File: src/rtl/dptt_pkg.sv
// ---------------------------------------------------------------------------
// dptt_pkg
// Types, constants and codes shared by the transposition table modules.
// ---------------------------------------------------------------------------
package dptt_pkg;

	localparam int TABLE_ENTRIES_DEF = 4096;
	localparam int QUEUE_DEPTH       = 2;

	localparam int SCORE_W  = 16;
	localparam int CFG_W    = 15;
	localparam int CFG_IDX_W = 8;
	localparam int IN_DATA_W  = 200;
	localparam int IN_USER_W  = 2;
	localparam int OUT_DATA_W = 48;
	localparam int OUT_USER_W = 2;

	localparam logic [CFG_W-1:0] MATE_RESET = 15'd10000;
	localparam logic [CFG_W-1:0] BAN_RESET  = 15'd9900;

	localparam logic [CFG_IDX_W-1:0] REG_MATE = 8'd0;
	localparam logic [CFG_IDX_W-1:0] REG_BAN  = 8'd1;

	typedef enum logic [1:0] {
		OP_PROBE  = 2'd0,
		OP_INSERT = 2'd1,
		OP_CLEAR  = 2'd2,
		OP_NOP    = 2'd3
	} op_t;

	typedef enum logic [1:0] {
		KIND_EMPTY = 2'd0,
		KIND_EXACT = 2'd1,
		KIND_LOWER = 2'd2,
		KIND_UPPER = 2'd3
	} kind_t;

	typedef struct packed {
		logic [63:0]        key_low;
		logic [63:0]        key_high;
		logic [5:0]         depth;
		logic [15:0]        move;
		logic signed [15:0] score;
		logic [1:0]         kind;
	} entry_t;

	typedef struct packed {
		op_t                op;
		logic               ins_ok;
		logic [63:0]        key_low;
		logic [63:0]        key_high;
		logic [5:0]         depth;
		logic [15:0]        move;
		logic signed [15:0] score;
		logic [1:0]         kind;
		logic signed [15:0] alpha;
		logic signed [15:0] beta;
	} cmd_t;

	typedef struct packed {
		logic [CFG_W-1:0] mate;
	} cfg_t;

	typedef struct packed {
		logic clearing;
	} back_stat_t;

	function automatic logic signed [SCORE_W-1:0] neg_score(input logic [CFG_W-1:0] v);
		logic [SCORE_W-1:0] r;
		r = 16'd0 - {1'b0, v};
		return $signed(r);
	endfunction

endpackage

File: src/rtl/dptt_front.sv
// ---------------------------------------------------------------------------
// dptt_front
// Accepts input items, decodes the opcode, checks the insert score window
// and holds the configuration registers.
// ---------------------------------------------------------------------------
module dptt_front
	import dptt_pkg::*;
(
	input  logic                 clk,
	input  logic                 arst_n,
	input  logic                 s_tvalid,
	output logic                 s_tready,
	input  logic [IN_DATA_W-1:0] s_tdata,
	input  logic [IN_USER_W-1:0] s_tuser,
	input  logic                 cfg_valid,
	output logic                 cfg_ready,
	input  logic [CFG_IDX_W-1:0] cfg_index,
	input  logic [CFG_W-1:0]     cfg_data,
	input  back_stat_t           back_stat,
	input  logic                 q_full,
	output logic                 q_push,
	output cmd_t                 q_cmd,
	output cfg_t                 cfg
);

	logic [CFG_W-1:0]   mate_q;
	logic [CFG_W-1:0]   ban_q;
	logic signed [16:0] score_x;
	logic signed [16:0] ban_x;

	assign cfg_ready = 1'b1;
	assign cfg.mate  = mate_q;

	always_ff @(posedge clk or negedge arst_n) begin
		if (!arst_n) begin
			mate_q <= MATE_RESET;
			ban_q  <= BAN_RESET;
		end else if (cfg_valid) begin
			case (cfg_index)
				REG_MATE: mate_q <= cfg_data;
				REG_BAN:  ban_q  <= cfg_data;
				default:  ;
			endcase
		end
	end

	assign s_tready = !q_full && !back_stat.clearing;
	assign q_push   = s_tvalid && s_tready;

	assign score_x = 17'(signed'(s_tdata[165:150]));
	assign ban_x   = $signed({2'b00, ban_q});

	always_comb begin
		q_cmd          = '0;
		q_cmd.op       = op_t'(s_tuser);
		q_cmd.key_low  = s_tdata[63:0];
		q_cmd.key_high = s_tdata[127:64];
		q_cmd.depth    = s_tdata[133:128];
		q_cmd.move     = s_tdata[149:134];
		q_cmd.score    = $signed(s_tdata[165:150]);
		q_cmd.kind     = s_tdata[167:166];
		q_cmd.alpha    = $signed(s_tdata[183:168]);
		q_cmd.beta     = $signed(s_tdata[199:184]);
		q_cmd.ins_ok   = (score_x > -ban_x) && (score_x < ban_x);
	end

endmodule

File: config.mk
export PLATFORM = sky130hd
export DESIGN_NAME = dptt_front
export DESIGN_NICKNAME = d
export VERILOG_FILES = /design/src/rtl/dptt_pkg.sv /design/src/rtl/dptt_front.sv
export SDC_FILE = /design/constraint.sdc
export NUM_CORES = 1
export LEC_CHECK = 0
export CORE_AREA = 2 2 177 179
export CTS_BUF_LIST = sky130_fd_sc_hd__clkbuf_4
export DETAILED_ROUTE_END_ITERATION = 10
export DIE_AREA = 0 0 179 181
export DONT_BUFFER_PORTS = 1
export PLACE_DENSITY = 0.36
export SLEW_MARGIN = 10
export SYNTH_ARGS = -nofsm -noshare
export SYNTH_HDL_FRONTEND = slang
export SYNTH_SLANG_ARGS = --single-unit
File: constraint.sdc
create_clock -name clk -period 4.5 [get_ports clk]
set_input_delay 0.225 -clock clk [delete_from_list [all_inputs] [get_ports clk]]
set_output_delay 0.225 -clock clk [all_outputs]
set_load 0.03 [all_outputs]
* Word-level counts from Yosys, hierarchy flattened
Cells that the tools add are included.
** Word-level totals
- Register bits :: 30
- Output and inout port bits :: 221
- Bits in latches :: 0
- Memories :: 0
- Bits in read-only memories :: 0
- Memory bits (writable) :: 0
** Operators by class
- Shift-type cells :: 0
- Multiplexer cells :: 0
- Equal/unequal tests :: 1
- Add/sub/neg operators :: 1
- Div/mod/pow operators :: 0
- Multipliers :: 0
- Bitwise gates (word level) :: 0
- Reduce and logical (&&, ||, !) cells :: 8
- Magnitude comparators :: 2
** Operators with widths (number)
- $gt 16x17->1 :: 1
- $neg 15->17 :: 1
- $lt 16x16->1 :: 1
- $eq 8x1->1 const B :: 1
- $logic_not 8->1 :: 1
- $reduce_and 2->1 :: 2
- $logic_and 1x1->1 :: 3
- $logic_not 1->1 :: 2

* Longest topological paths before layout
- Depth in word-level cells :: 3
- Mapped depth :: 11

* Worst setup path before layout
OpenSTA, ideal clock, no wires.
- Path type :: register -> output
- Start :: register ban_q[4]
- End :: output q_cmd[200] (netlist bit)
- Buffers on the path :: 0
- Slack :: 1.972 ns
- Arrival time :: 2.303 ns
- Stages on the path, launching flop included :: 11
- Cells stage by stage :: dfrtp_1 > nor4_4 > nand2_1 > nor3_1 > xnor2_1 > ha_1 > nand4_1 > inv_1 > a2111oi_0 > nor3_1 > o211a_1
** RTL lines
- from (decl) :: RTL line dptt_front.sv:27 : logic [CFG_W-1:0] ban_q;
- from (signal assigned) :: RTL line dptt_front.sv:41 : REG_BAN: ban_q <= cfg_data;
- to (decl) :: RTL line dptt_front.sv:22 : output cmd_t q_cmd,

==> impl_metrics.env <==
export IMPL_status="completed"
export IMPL_worstSetupPathType="register to primary output"
export IMPL_syn2layout_area_growth_pct=-26.42
export IMPL_cp_slowest_cell="dfrtp_1"
export IMPL_drtPass1Iterations=4
export IMPL_r2r_start="cfg[0]"
export IMPL_cp_start_kind="register"
export IMPL_drtIter0Drc=44
export IMPL_met1_usage_pct=5.707
export IMPL_p_leak_nw=1.025
export IMPL_setup_slack_ns=1.314
export IMPL_hold_viol=0
export IMPL_clk_latency_ns=0.32
export IMPL_cts_tree="yes"
export IMPL_totalPowerFinal_mw=0.7058
export IMPL_hold_class="primary input to register"
export IMPL_netlist_area_mm2=0.003709
export IMPL_met2_usage_pct=17.43
export IMPL_clock_sinks=30
export IMPL_drive_above_1_share_pct=26.09
export IMPL_layout_common_cells="32 x ha_1, 30 x mux2_2, 20 x inv_1"
export IMPL_grt_usage_pct=10.23
export IMPL_maxCapViolations=0
export IMPL_setup_viol=0
export IMPL_async_flop_share_pct=100.0
export IMPL_rsz0062_at_grt="no"
export IMPL_syn_nets=666
export IMPL_synth_ff_type="dfrtp_1"
export IMPL_gp_congestion=0.7853
export IMPL_crit_chain="nor4_4 > nand2_1 > nor3_1 > xnor2_1 > ha_1 > nand4_1 > inv_1 > a2111oi_0 > nor3_1 > o211a_1"
export IMPL_maxSlewViolCount=0
export IMPL_fin_crit_sh_pct=70.79
export IMPL_viasPerCell=3.083
export IMPL_tightest_slew_ns=0.6417
export IMPL_grt_max_degree=31
export IMPL_yosys_area_top_type="buf_4"
export IMPL_synth_cells=403
export IMPL_yosysUniqueCellTypes=36
export IMPL_reg2reg_to="cfg[0]"
export IMPL_ir_drop_uv=190.2
export IMPL_num_rows=64
export IMPL_avgRoutedWirePerCell_um=29.89
export IMPL_period_needed_ns=3.186
export IMPL_clk_pin_slew_ns=0.10
export IMPL_antenna_found_initial=0
export IMPL_ys_top_cells_by_area="buf_4 41%, dfrtp_1 12%, ha_1 11%"
export IMPL_clockBufferDepth=2
export IMPL_cp_max_fo=4
export IMPL_crit_path_max_incr_delay_ns=0.46
export IMPL_io_buffers=0
export IMPL_die_w_um=179
export IMPL_dieArea_mm2=0.03240
export IMPL_powerDensity_mw_per_mm2=258.6
export IMPL_use_met3_pct=14.73
export IMPL_synth_area_per_cell_um2=9.202
export IMPL_place_ws_ns=1.633
export IMPL_n_fill_cell=3476
export IMPL_ios=452
export IMPL_final_net_count=469
export IMPL_path_common_cell="nor3_1"
export IMPL_start_util_pct=12.22
export IMPL_tns_ns=0
export IMPL_slew_headroom_pct=57.06
export IMPL_mostFrequentLayoutCell="ha_1"
export IMPL_coreArea_mm2=0.03035
export IMPL_htree_levels=2
export IMPL_fin_worst_skew_ns=0
export IMPL_num_vias=1859
export IMPL_grt_ovfl_total=0
export IMPL_top_usage_layer="met2"
export IMPL_required_ns=4.28
export IMPL_die_h_um=181
export IMPL_dp_hpwl_um=16940
export IMPL_drc=0
export IMPL_insertedDiodeCount=0
export IMPL_max_clock_freq_mhz=313.9
export IMPL_ys_seq_area_share_pct=20.65
export IMPL_ys_ff_latch=30
export IMPL_arrival_ns=2.96
export IMPL_cts_buffers=5
export IMPL_r2r_cells=1
export IMPL_synth_top_area_share_pct=41.09
export IMPL_totalWireLength_um=18030
export IMPL_synth_edf_count=0
export IMPL_yosysWarnings=0
export IMPL_cts_root_buf="clkbuf_4"
export IMPL_grt_pass1_wl_um=21400
export IMPL_ant_nets=0
export IMPL_cp_startpoint="ban_q[4]"
export IMPL_endpoint="q_cmd[200]"
export IMPL_rrSetupSlack_ns=3.57
export IMPL_grt_pass1_vias=2005
export IMPL_end_kind="primary output"
[area by class of cell]
cell class | count | area [µm²] | share of cell area (%)
flip-flops and latches | 30 | 765.7 | 28.06
multi-input cells | 147 | 1314 | 48.14
well taps | 396 | 495.5 | 18.16
clock buffers | 5 | 37.54 | 1.376
clock inverters | 3 | 11.26 | 0.4127
inverters | 20 | 75.07 | 2.751
repair buffers | 2 | 30.03 | 1.100
[power breakdown]
| group | internal (mW) | switching, mW |
|---|---|---|
| Clock | 0.0555 | 0.0892 |
| Combinational | 0.109 | 0.139 |
| Sequential | 0.287 | 0.0266 |
[critical path, delay by kind of cell (launching register included)]
kind                     cells  cell delay, ns
AND/OR/NAND/NOR              5            0.90
buffers and inverters        1            0.05
flip-flops                   1            0.46
adder cells (fa/ha/maj)      1            0.26
AO/OA/AOI/OAI                2            0.81
XOR/XNOR                     1            0.15
[per-layer routing]
layer  share of wire (%)  vias up
met5                   0        -
li1                    -      740
met1                  19      817
met4                 1.5        0
met3                  33       31
met2                  47      271
[cell usage after synthesis, types with 3 or more instances]
library cell	count
buf_4	203
ha_1	32
mux2_2	30
inv_1	20
dfrtp_1	18
dfstp_2	12
a21oi_1	10
xnor2_1	10
nand4_1	8
nand2_1	7
nor2_1	7
nor3_1	7
nand3_1	5
o21ai_0	5
a211oi_1	3
[cells by family (layout without fill, tap and decap cells)]
logic type	count (synthesis)	in the layout	share of synthesized area [%]
buffers and inverters	226	30	43.93
AND/OR/NAND/NOR	45	45	7.928
adder cells (fa/ha/maj)	32	32	10.80
multiplexers	30	30	9.109
flip-flops	30	30	20.65
AO/OA/AOI/OAI	28	28	4.892
XOR/XNOR	11	11	2.598
other	1	1	0.1011
[state kept, by name (all words and copies together) (netlist names)]
register / flops
cfg: 15
ban_q: 15
[how the worst min path moves through the flow]
| stage | cells after the start | to | startpoint | slack [ns] |
|---|---|---|---|---|
| global placement | 0 | cfg[2] | arst_n | -0.07 |
| finish | 1 | cfg[11] | cfg_data[11] | 0.04 |
| CTS | 1 | cfg[11] | cfg_data[11] | 0.02 |
| global route | 1 | ban_q[13] | cfg_data[13] | 0.01 |
| floorplan | 0 | ban_q[0] | arst_n | -0.07 |
| detailed placement | 0 | cfg[1] | arst_n | -0.07 |
[stage by stage]
stage / cells / instance area [µm²] / hold WS (ns) / utilization (%)
2_1_floorplan: 403 / 3709 / -0.07059 / -
3_3_place_gp: 593 / 2650 / -0.06972 / 8.732
3_5_place_dp: 593 / 2650 / -0.06994 / 8.732
4_1_cts: 603 / 2729 / 0.01951 / 8.992
5_1_grt: 603 / 2729 / 0.01430 / 8.992
6_report: 603 / 2729 / 0.03528 / 8.992
[repair_timing]
item / in CTS / in global routing
hold endpoints to repair: 30 / 0
endpoints found under the setup margin: 0 / 0
resized for setup: 0 / 0
hold buffers: 2 / 0
buffers inserted: 0 / 0
Note: power is estimated with default switching activity, not from simulation.
