`src/rtl/dptt_pkg.sv`:
```
// ---------------------------------------------------------------------------
// dptt_pkg
// Types, constants and codes shared by the transposition table modules.
// ---------------------------------------------------------------------------
package dptt_pkg;

	localparam int TABLE_ENTRIES_DEF = 4096;
	localparam int QUEUE_DEPTH       = 2;

	localparam int SCORE_W  = 16;
	localparam int CFG_W    = 15;
	localparam int CFG_IDX_W = 8;
	localparam int IN_DATA_W  = 200;
	localparam int IN_USER_W  = 2;
	localparam int OUT_DATA_W = 48;
	localparam int OUT_USER_W = 2;

	localparam logic [CFG_W-1:0] MATE_RESET = 15'd10000;
	localparam logic [CFG_W-1:0] BAN_RESET  = 15'd9900;

	localparam logic [CFG_IDX_W-1:0] REG_MATE = 8'd0;
	localparam logic [CFG_IDX_W-1:0] REG_BAN  = 8'd1;

	typedef enum logic [1:0] {
		OP_PROBE  = 2'd0,
		OP_INSERT = 2'd1,
		OP_CLEAR  = 2'd2,
		OP_NOP    = 2'd3
	} op_t;

	typedef enum logic [1:0] {
		KIND_EMPTY = 2'd0,
		KIND_EXACT = 2'd1,
		KIND_LOWER = 2'd2,
		KIND_UPPER = 2'd3
	} kind_t;

	typedef struct packed {
		logic [63:0]        key_low;
		logic [63:0]        key_high;
		logic [5:0]         depth;
		logic [15:0]        move;
		logic signed [15:0] score;
		logic [1:0]         kind;
	} entry_t;

	typedef struct packed {
		op_t                op;
		logic               ins_ok;
		logic [63:0]        key_low;
		logic [63:0]        key_high;
		logic [5:0]         depth;
		logic [15:0]        move;
		logic signed [15:0] score;
		logic [1:0]         kind;
		logic signed [15:0] alpha;
		logic signed [15:0] beta;
	} cmd_t;

	typedef struct packed {
		logic [CFG_W-1:0] mate;
	} cfg_t;

	typedef struct packed {
		logic clearing;
	} back_stat_t;

	function automatic logic signed [SCORE_W-1:0] neg_score(input logic [CFG_W-1:0] v);
		logic [SCORE_W-1:0] r;
		r = 16'd0 - {1'b0, v};
		return $signed(r);
	endfunction

endpackage

```
`src/rtl/dptt_queue.sv`:
```
// ---------------------------------------------------------------------------
// dptt_queue
// Short command queue between the front and the back of the table.
// ---------------------------------------------------------------------------
module dptt_queue
	import dptt_pkg::*;
(
	input  logic clk,
	input  logic arst_n,
	input  logic push,
	input  cmd_t push_cmd,
	output logic full,
	input  logic pop,
	output cmd_t head_cmd,
	output logic head_valid
);

	localparam int PW = (QUEUE_DEPTH > 1) ? $clog2(QUEUE_DEPTH) : 1;
	localparam int CW = $clog2(QUEUE_DEPTH + 1);

	cmd_t          slot_q [QUEUE_DEPTH];
	logic [PW-1:0] wr_ptr_q;
	logic [PW-1:0] rd_ptr_q;
	logic [CW-1:0] count_q;

	assign full       = (count_q == CW'(QUEUE_DEPTH));
	assign head_valid = (count_q != '0);
	assign head_cmd   = slot_q[rd_ptr_q];

	always_ff @(posedge clk) begin
		if (push) begin
			slot_q[wr_ptr_q] <= push_cmd;
		end
	end

	always_ff @(posedge clk or negedge arst_n) begin
		if (!arst_n) begin
			wr_ptr_q <= '0;
			rd_ptr_q <= '0;
			count_q  <= '0;
		end else begin
			if (push) begin
				wr_ptr_q <= (wr_ptr_q == PW'(QUEUE_DEPTH - 1)) ? '0 : wr_ptr_q + 1'b1;
			end
			if (pop) begin
				rd_ptr_q <= (rd_ptr_q == PW'(QUEUE_DEPTH - 1)) ? '0 : rd_ptr_q + 1'b1;
			end
			if (push && !pop) begin
				count_q <= count_q + 1'b1;
			end else if (pop && !push) begin
				count_q <= count_q - 1'b1;
			end
		end
	end

endmodule

```
`config.mk`:
```
export PLATFORM = sky130hd
export DESIGN_NAME = dptt_queue
export DESIGN_NICKNAME = d
export VERILOG_FILES = /design/src/rtl/dptt_pkg.sv /design/src/rtl/dptt_queue.sv
export SDC_FILE = /design/constraint.sdc
export NUM_CORES = 1
export LEC_CHECK = 0
export BUFFER_PORTS_ARGS = -buffer_cell sky130_fd_sc_hd__buf_2
export CORE_MARGIN = 2
export CORE_UTILIZATION = 50
export CTS_CLUSTER_SIZE = 12
export DETAILED_ROUTE_END_ITERATION = 12
export PLACE_DENSITY = 0.84
export RECOVER_POWER = 100
export SKIP_CTS_REPAIR_TIMING = 1
export SYNTH_ARGS = -nofsm -noshare
export SYNTH_HDL_FRONTEND = slang
export SYNTH_SLANG_ARGS = --single-unit
```
`constraint.sdc`:
```
create_clock -name clk -period 19.35 [get_ports clk]
set_input_delay 1.935 -clock clk [delete_from_list [all_inputs] [get_ports clk]]
set_output_delay 1.935 -clock clk [all_outputs]
set_load 0.02 [all_outputs]
```
## Yosys cells after proc, flatten, opt, wreduce, memory -nomap -nowiden

Memory sizes are Yosys's and may differ from the RTL's.
Cells that the tools add are included.

- Muxes and demuxes: 6
- Equal/unequal tests: 1
- Reductions and logical operators: 6
- $add $sub $neg: 4

Operator list:

| kind | number |
|---|---|
| 1-bit 2-to-1 mux | 4 |
| 2-bit 2-to-1 mux | 2 |
| 2-bit nonzero test | 2 |
| 1-bit adder, second input constant | 2 |
| 2-bit by 1-bit adder with 2-bit output, second input constant | 1 |
| 2-bit == test, second input constant | 1 |
| 1-bit logical AND | 2 |
| 1-bit logical NOT | 2 |
| 2-bit by 1-bit subtractor with 2-bit output, second input constant | 1 |

- Memories: 1
- Flip-flop bits (word level): 4
- Output and inout port bits: 205
- RAM bits: 406

Memories:

| name | depth | bits a word | read ports | clocked after Yosys merged registers in | write ports | line | RTL |
|---|---|---|---|---|---|---|---|
| slot_q | 2 | 203 | 1 | 0 | 1 | dptt_queue.sv:21 | `cmd_t slot_q [QUEUE_DEPTH];` |

## Longest topological paths before layout

Gate-level depths: netlist of run 1.

- Depth in word-level cells: 4
- Mapped depth: 5

## Least setup slack after synthesis of run 1

OpenSTA, ideal clock, no wires.

- Path kind: input-to-reg
- Start point: input port push
- End point: memory slot_q[0][0] in the netlist's numbering (enable)
- Arrival: 10.687 ns
- Library setup time: 0.794 ns
- Required time: 18.556 ns
- Slack: 7.869 ns
- Cell stages on the path: 1
- Path through: nor2b_1

- Word-level cells in the longest chain between the ends: 2

Ends and longest elaborated chain:

| item | line | RTL |
|---|---|---|
| start: declaration | dptt_queue.sv:10 | `input logic push,` |
| 1-bit 2-to-1 mux | dptt_queue.sv:31 | `if (push) begin` |
| 1-bit 2-to-1 mux (not written as such) | dptt_queue.sv:32 | `slot_q[wr_ptr_q] <= push_cmd;` |
| end: declaration | dptt_queue.sv:21 |  |

Every way passes these cells.

==> results of run 1 <==
==> sequential cells by signal (all words and copies together) (netlist names) <==
signal / flops
count_q: 2
rd_ptr_q: 1
slot_q: 406
wr_ptr_q: 1
==> cell usage after synthesis (all sizes together) <==
library cell	instances	share of area (%)
and2	1	0.040
buf	23	1.5
dfrtp	4	0.65
edfxtp	406	79
ha	1	0.081
inv	1	0.024
mux2	203	19
nor2	1	0.024
nor2b	2	0.081
or2	1	0.040
xnor2	1	0.057
xor2	4	0.23
==> worst paths after layout <==
kind | from | endpoint | slack [ps]
worst max-delay path | rd_ptr_q | head_cmd[109] | 10170
worst max register to register | wr_ptr_q | slot_q[1][31] | 12190
worst min register to register | count_q[1] | count_q[1] | 510
min in group asynchronous | arst_n | wr_ptr_q | 1260
max in group asynchronous | arst_n | rd_ptr_q | 17860
worst min-delay path | count_q[1] | count_q[1] | 510
==> power groups by stage <==
stage	Combinational [mW]	Clock (mW)	Sequential, mW
final	0.843	0.739	1.26
after global routing	0.895	0.792	1.28
after CTS	1.01	0.758	1.25
after detailed placement	1.00	0	1.27
after global placement	0.987	0	1.25
after floorplan	0.769	0	1.28
==> metal layers <==
metal  vias up  track usage [%]  part of all wire, %
li1       3468                -                    -
met5         -                0                0.086
met2       331            32.51                   52
met1      3768            20.72                   37
met4         4            7.871                  3.5
met3        78            5.659                  7.8
==> worst max-delay path: stages (launching register included) <==
cell and delay (ps):
sky130_fd_sc_hd__dfrtp_1 1570, sky130_fd_sc_hd__clkbuf_1 2240, sky130_fd_sc_hd__clkbuf_1 2190, sky130_fd_sc_hd__mux2_1 440, sky130_fd_sc_hd__buf_2 180
==> through the flow <==
stage	hold slack, ps	total power [mW]	util [%]	setup WS (ps)	cell area (um2)
finish	506.1	2.843	60.00	10170	18350
global route	515.5	2.964	59.99	9429	18350
CTS	508.4	3.013	62.61	13670	19150
detailed placement	496.0	2.265	58.50	14220	17890
global placement	466.2	2.241	58.50	14280	17890
floorplan	447.4	2.045	-	7869	15500
==> kinds of logic (layout without fill, tap and decap cells) <==
family | count (synthesis) | count (layout)
buf+inv | 24 | 489
flops | 410 | 410
xor+xnor | 5 | 5
simple gates | 5 | 5
fa+ha+maj | 1 | 1
mux | 203 | 203
other cells | 0 | 7
==> cell type report <==
class	instances	area (um2)	area share, %
diodes	7	17.52	0.09545
clock buffers	63	1204	6.558
clock inverters	6	55.05	0.3000
inverters	1	3.754	0.02045
multi-input cells	214	2394	13.04
flip-flops and latches	410	12290	66.98
well taps	396	495.5	2.700
repair buffers	419	1892	10.31
==> reports/metrics.csv, run 1 <==
stage;metric;value;unit
global_routing;wire length of the first global-routing pass;45860;um
floorplan;starting density of the core;50.67;%
layout;highest-count cells in the layout ignoring fill and taps;406 x sky130_fd_sc_hd__edfxtp_1, 255 x sky130_fd_sc_hd__buf_2, 179 x sky130_fd_sc_hd__clkbuf_1;
layout;fraction of layout cells with a size suffix above 1;31.63;%
floorplan;cell row count;64;
routing;ANT nets after route;0;
worst_setup_path;crit path max fanout;54;
global_routing;GRT Residual Overflow;0;
pwr;clock share of power;26.0;%
worst_setup_path;required time worst endpoint;17410;ps
timing;highest attainable clock frequency;108.9;MHz
synthesis;compound-gate portion of the synthesized area;0;%
clock_network;largest buffer count on any clock path;3;
synthesis;gate count of the mapped netlist;648;
timing;portion of the clock cycle consumed by the worst path in the final layout;47.45;%
layout;most common cell after layout, fill and taps aside;sky130_fd_sc_hd__edfxtp_1;
clock_network;clock insertion delay at the later pin of the skew report;520;ps
routing;detailed-route via count;7649;
synthesis;main combinational cell family by area after synthesis;multiplexers;
timing;largest clock skew in the final design;13.90;ps
timing;number of slew-limit violations in the final report;627;
layout;layout net count;1296;
pwr;switching pwr;0.9071;mW
timing;actual slew at the worst max-slew pin;4346;ps
routing;Iteration-0 DRC Markers;449;
floorplan;number of top-level pins;412;
floorplan;Horiz. Die Dim;180.1;um
synthesis;sequential fraction of the synthesis area;79.30;%
timing;RSZ-0062 raised after global routing;false;
clock_network;Root Buffer Master;sky130_fd_sc_hd__clkbuf_16;
routing;drt total wl;31360;um
global_routing;number of antenna violations at the first check in global routing;9;
place;final HPWL from detailed placement;20830;um
clock_network;TritonCTS clock tree;built;
floorplan;core area;30590;um2
layout;non-filler instance count after layout;1516;
global_routing;vias in the first global route;8121;
place;number of I/O port buffers;411;
timing;worst max-slew margin expressed relative to the limit;-189.9;%
timing;shortest clock period the worst path allows after layout;9182;ps
place;placer's final routability congestion estimate;0.8123;
pwr;Worst VDD drop;0.1383;mV
synthesis;Synth Register Bits;410;
worst_setup_path;Arr. time, crit path;7250;ps
pwr;Gate power share;29.7;%
routing;detailed-route vias per instance;5.046;
synthesis;yosys synthesis warning count;0;
worst_setup_path;element type at the critical path start;flip-flop;
routing;routed length per instance;20.68;um
synthesis;Post-Synthesis Mean Instance Area;23.92;um2
clock_network;CTS clock-pin slew for the worst setup and hold paths;50;ps
place;# placed instances;1440;
worst_setup_path;capturing element type of the critical path;output pin;
run;Maximum Capacitance Violations;10;
clock_network;CTS H-Tree Depth;2;
synthesis;portion of netlist area occupied by mux cells;18.62;%
worst_setup_path;number of cells on the worst reg-to-reg path;2;
worst_setup_path;Crit Path Class;reg -> out;
outcome;run status;finished, violations left;
floorplan;full die area;32430;um2
synthesis;simple-gate share of the synthesized area;0.1856;%
worst_hold_path;number of cells on the worst hold path;1;
clock_network;total clock sinks;410;
synthesis;synthesized area;15500;um2
pwr;share of total power in sequential cells;44.3;%
synthesis;Netlist cell types;14;
outcome;violations in the final reports;capacitance limit, slew limit;
timing;number of hold violations in the final report;0;
global_routing;pin count of the biggest net entering global routing;73;
pwr;sw frac;31.91;%
layout;number of fillers in the final layout;2411;
worst_hold_path;Hold Path Class;reg -> reg;
routing;First-pass DRT Iterations;4;
timing;setup tns final;0;ps
synthesis;fraction of the mapped netlist area in adder cells;0.08072;%
synthesis;synthesized net count;856;
timing;total setup violations reported at the end of the flow;0;
global_routing;overall global routing resource usage;18.41;%
pwr;Int Power;1.936;mW
layout;relative area change from synthesis to final layout;18.40;%
clock_network;cts bufs inserted;42;
floorplan;die extent in y;180.1;um
synthesis;xor and xnor fraction of the mapped netlist area;0.2825;%
routing;remaining design rule violation count;0;
pwr;P per Cell Area;154.9;nW/um2
pwr;leakage component of the power;6.540;nW
Note: power is estimated with default switching activity, not from simulation.
==> run 2, diff against run 1 <==
- ABC_AREA: default -> 1
- CORE_UTILIZATION: 50 -> 47
- PLACE_DENSITY: 0.84 -> 0.83
- clock period: 19.35 -> 8 ns (I/O delays scaled with it)
==> run 2 against run 1 <==
  * Largest power group unchanged
  * Register-to-register slack got worse by 9400 ps
  * Non-clock buffer count fell by 2
  * Sequential share of layout area is 0.15 points lower
  * Cell count up 3.0%
  * Power increased by 140%
  * Via count shrank 0.16%
  * Die area rose by 6.4%
  * Routed wire length decreased by 1.7%
  * Cell area grew 0.22%
  * Setup slack lost 7400 ps
  * Synthesized area up 0.11%
  * Clock skew is essentially flat
  * The run still ends with capacitance limit, slew limit left
==> reports/metrics.csv, run 2 <==
stage;metric;value;unit;change
outcome;run status;finished, violations left;;
outcome;violations in the final reports;capacitance limit, slew limit;;
routing;drt total wl;30820;um;-1.7%
floorplan;die extent in y;185.7;um;+3.1%
timing;actual slew at the worst max-slew pin;4443;ps;+97.05 ps
floorplan;Horiz. Die Dim;185.7;um;+3.1%
timing;total setup violations reported at the end of the flow;0;;unchanged
clock_network;CTS clock-pin slew for the worst setup and hold paths;60;ps;about the same
layout;max reg flops;406;;unchanged
layout;largest registers ranked by flip-flop count;slot_q x406, count_q x2;;
layout;most common cell after layout, fill and taps aside;sky130_fd_sc_hd__edfxtp_1;;
floorplan;number of top-level pins;412;;unchanged
worst_setup_path;Crit Path Class;in -> reg;;
global_routing;vias in the first global route;7974;;-1.8%
timing;number of hold violations in the final report;0;;unchanged
synthesis;synthesized net count;865;;+1.1%
layout;fraction of layout cells with a size suffix above 1;32.08;%;+0.45 points
worst_setup_path;element type at the critical path start;input port;;
synthesis;gate count of the mapped netlist;657;;+1.4%
timing;worst max-slew margin expressed relative to the limit;-196.2;%;-6.3 points
global_routing;GRT Residual Overflow;0;;unchanged
timing;largest clock skew in the final design;14.30;ps;+0.4026 ps
timing;shortest clock period the worst path allows after layout;5252;ps;
clock_network;clock insertion delay at the later pin of the skew report;510;ps;about the same
global_routing;number of antenna violations at the first check in global routing;5;;-4
clock_network;cts bufs inserted;42;;unchanged
timing;highest attainable clock frequency;190.4;MHz;
floorplan;full die area;34490;um2;+6.4%
synthesis;yosys synthesis warning count;0;;unchanged
synthesis;number of enable flip-flop cells after synthesis;406;;unchanged
pwr;leakage component of the power;6.582;nW;+0.63%
floorplan;cell row count;66;;+3.1%
routing;Iteration-0 DRC Markers;384;;-14%
place;number of I/O port buffers;411;;unchanged
synthesis;Netlist cell types;14;;unchanged
global_routing;wire length of the first global-routing pass;43480;um;-5.2%
worst_setup_path;required time worst endpoint;8120;ps;-9290 ps
floorplan;core area;32540;um2;+6.4%
pwr;P per Cell Area;367.4;nW/um2;+140%
worst_setup_path;Arr. time, crit path;5370;ps;-1880 ps
routing;detailed-route via count;7637;;-0.16%
routing;remaining design rule violation count;0;;unchanged
timing;setup tns final;0;ps;unchanged
layout;layout net count;1303;;+0.54%
synthesis;Post-Synthesis Mean Instance Area;23.62;um2;-1.3%
routing;ANT nets after route;0;;unchanged
place;# placed instances;1493;;+3.7%
synthesis;primary flip-flop cell chosen by synthesis mapping;sky130_fd_sc_hd__edfxtp_1;;
layout;highest-count cells in the layout ignoring fill and taps;406 x sky130_fd_sc_hd__edfxtp_1, 261 x sky130_fd_sc_hd__buf_2, 163 x sky130_fd_sc_hd__mux2_1, 163 x sky130_fd_sc_hd__clkbuf_1, 43 x sky130_fd_sc_hd__clkbuf_16;;
pwr;Worst VDD drop;0.2569;mV;+86%
layout;non-filler instance count after layout;1561;;+3.0%
place;final HPWL from detailed placement;20270;um;-2.7%
synthesis;portion of synthesized cell area occupied by the leading cell type;78.56;%;-0.089 points
clock_network;CTS H-Tree Depth;2;;unchanged
floorplan;starting density of the core;47.70;%;-3.0 points
worst_setup_path;max incr delay on CP;3090;ps;+850 ps
clock_network;Root Buffer Master;sky130_fd_sc_hd__clkbuf_16;;
routing;detailed-route vias per instance;4.892;;-3.0%
worst_setup_path;Buffers & Inverters on Critical Path;4;;+1
synthesis;FFs w/ async S/R, synth;0.9756;%;unchanged
timing;number of slew-limit violations in the final report;245;;-61%
synthesis;Synth Register Bits;410;;unchanged
timing;portion of the clock cycle consumed by the worst path in the final layout;65.65;%;
synthesis;most instantiated library cell after synthesis;sky130_fd_sc_hd__edfxtp_1;;
routing;First-pass DRT Iterations;4;;unchanged
worst_hold_path;Hold Path Class;in -> async;;
routing;routed length per instance;19.74;um;-4.5%
layout;register ranked first by flip-flop count;slot_q;;
synthesis;ranking of synthesized cells by instance count;406 x sky130_fd_sc_hd__edfxtp_1, 160 x sky130_fd_sc_hd__mux2_4, 43 x sky130_fd_sc_hd__mux2_2;;
clock_network;total clock sinks;410;;unchanged
synthesis;synthesized area;15520;um2;+0.11%
worst_setup_path;slowest stage cell on the critical path;sky130_fd_sc_hd__clkbuf_1;;
synthesis;cell taking the most area after synthesis;sky130_fd_sc_hd__edfxtp_1;;
clock_network;largest buffer count on any clock path;3;;unchanged
layout;number of fillers in the final layout;2693;;+12%
worst_setup_path;crit path max fanout;75;;+39%
worst_setup_path;capturing element type of the critical path;flip-flop;;
clock_network;TritonCTS clock tree;built;;
global_routing;overall global routing resource usage;16.54;%;-1.9 points
timing;RSZ-0062 raised after global routing;false;;
run;Maximum Capacitance Violations;4;;-6
worst_setup_path;cells along the critical path;buf_2, inv_1, nor2_4, clkbuf_1, buf_4;;
layout;relative area change from synthesis to final layout;18.52;%;
global_routing;pin count of the biggest net entering global routing;132;;+81%
synthesis;sequential fraction of the synthesis area;79.21;%;-0.090 points
place;placer's final routability congestion estimate;0.7436;;-8.5%
worst_setup_path;family of cells with the greatest summed delay on the critical path;buffers and inverters;;
synthesis;Area contributors post-synth;sky130_fd_sc_hd__edfxtp_1 79%, sky130_fd_sc_hd__mux2_4 15%, sky130_fd_sc_hd__mux2_2 3.1%;;
## run 2: cell count changes after synthesis, sizes merged, moves of 2 or more
cell	before	now
inv	1	7
nand2	0	6
nor2b	2	0
xor2	4	2
## run 2: worst register-to-register path, stage by stage, from the launching register on
cell                       delay [ps]
sky130_fd_sc_hd__dfrtp_1          420
sky130_fd_sc_hd__nor2_4           110
sky130_fd_sc_hd__clkbuf_1        3090
sky130_fd_sc_hd__buf_4           1160
## run 2: kinds of logic (layout without fill, tap and decap cells)
| group | count (synthesis) | count (layout) | synth area share, % |
|---|---|---|---|
| XOR/XNOR | 3 | 3 | 0.1693 |
| adder cells (fa/ha/maj) | 1 | 1 | 0.08061 |
| buffers and inverters | 30 | 489 | 1.677 |
| flip-flops | 410 | 410 | 79.21 |
| multiplexers | 203 | 203 | 18.60 |
| other | 0 | 3 | 0 |
| AND/OR/NAND/NOR | 10 | 10 | 0.2661 |
## run 2: routing by layer
| metal | share of wire [%] | vias to the layer above | global-route usage (%) |
|---|---|---|---|
| li1 | - | 3475 | - |
| met1 | 37 | 3789 | 18.04 |
| met2 | 52 | 306 | 30.23 |
| met3 | 8.2 | 65 | 5.048 |
| met4 | 2.8 | 2 | 6.016 |
| met5 | 0.036 | - | 0 |
## run 2: cell type report
type	instances	area, um2	area share [%]
well taps	442	553.0	3.007
clock buffers	58	1162	6.320
clock inverters	7	38.79	0.2109
diodes	3	7.507	0.04082
repair buffers	417	1917	10.42
inverters	7	33.78	0.1837
multi-input cells	217	2389	12.99
flip-flops and latches	410	12290	66.83
## run 2: where the power goes
part,switching [mW],internal (mW)
Combinational,1.34,0.688
Sequential,0.125,2.88
Clock,0.726,1.00
## run 2: metrics by stage
| stage | area [um2] | hold slack (ps) | worst slack (ps) | util, % | total power [mW] |
|---|---|---|---|---|---|
| floorplan | 15520 | 441.7 | 1450 | - | 4.905 |
| CTS | 19170 | 56.56 | 4309 | 58.93 | 7.242 |
| detailed placement | 17970 | 465.8 | 4760 | 55.23 | 5.496 |
| global placement | 17970 | 454.0 | 4788 | 55.23 | 5.433 |
| finish | 18390 | 129.2 | 2748 | 56.53 | 6.758 |
| global route | 18390 | 100.8 | 2330 | 56.52 | 7.052 |
## run 2: worst paths after layout
check                         startpoint        endpoint  slack [ps]  cells after the start
max reg2reg                     wr_ptr_q  slot_q[0][112]        2760                      3
min in group clk           push_cmd[140]  slot_q[1][140]         470                      1
min                               arst_n        wr_ptr_q         130                      1
max in group asynchronous         arst_n      count_q[0]        7650                      1
min reg2reg                   count_q[1]      count_q[1]         490                      2
max                                 push  slot_q[0][112]        2750                      5
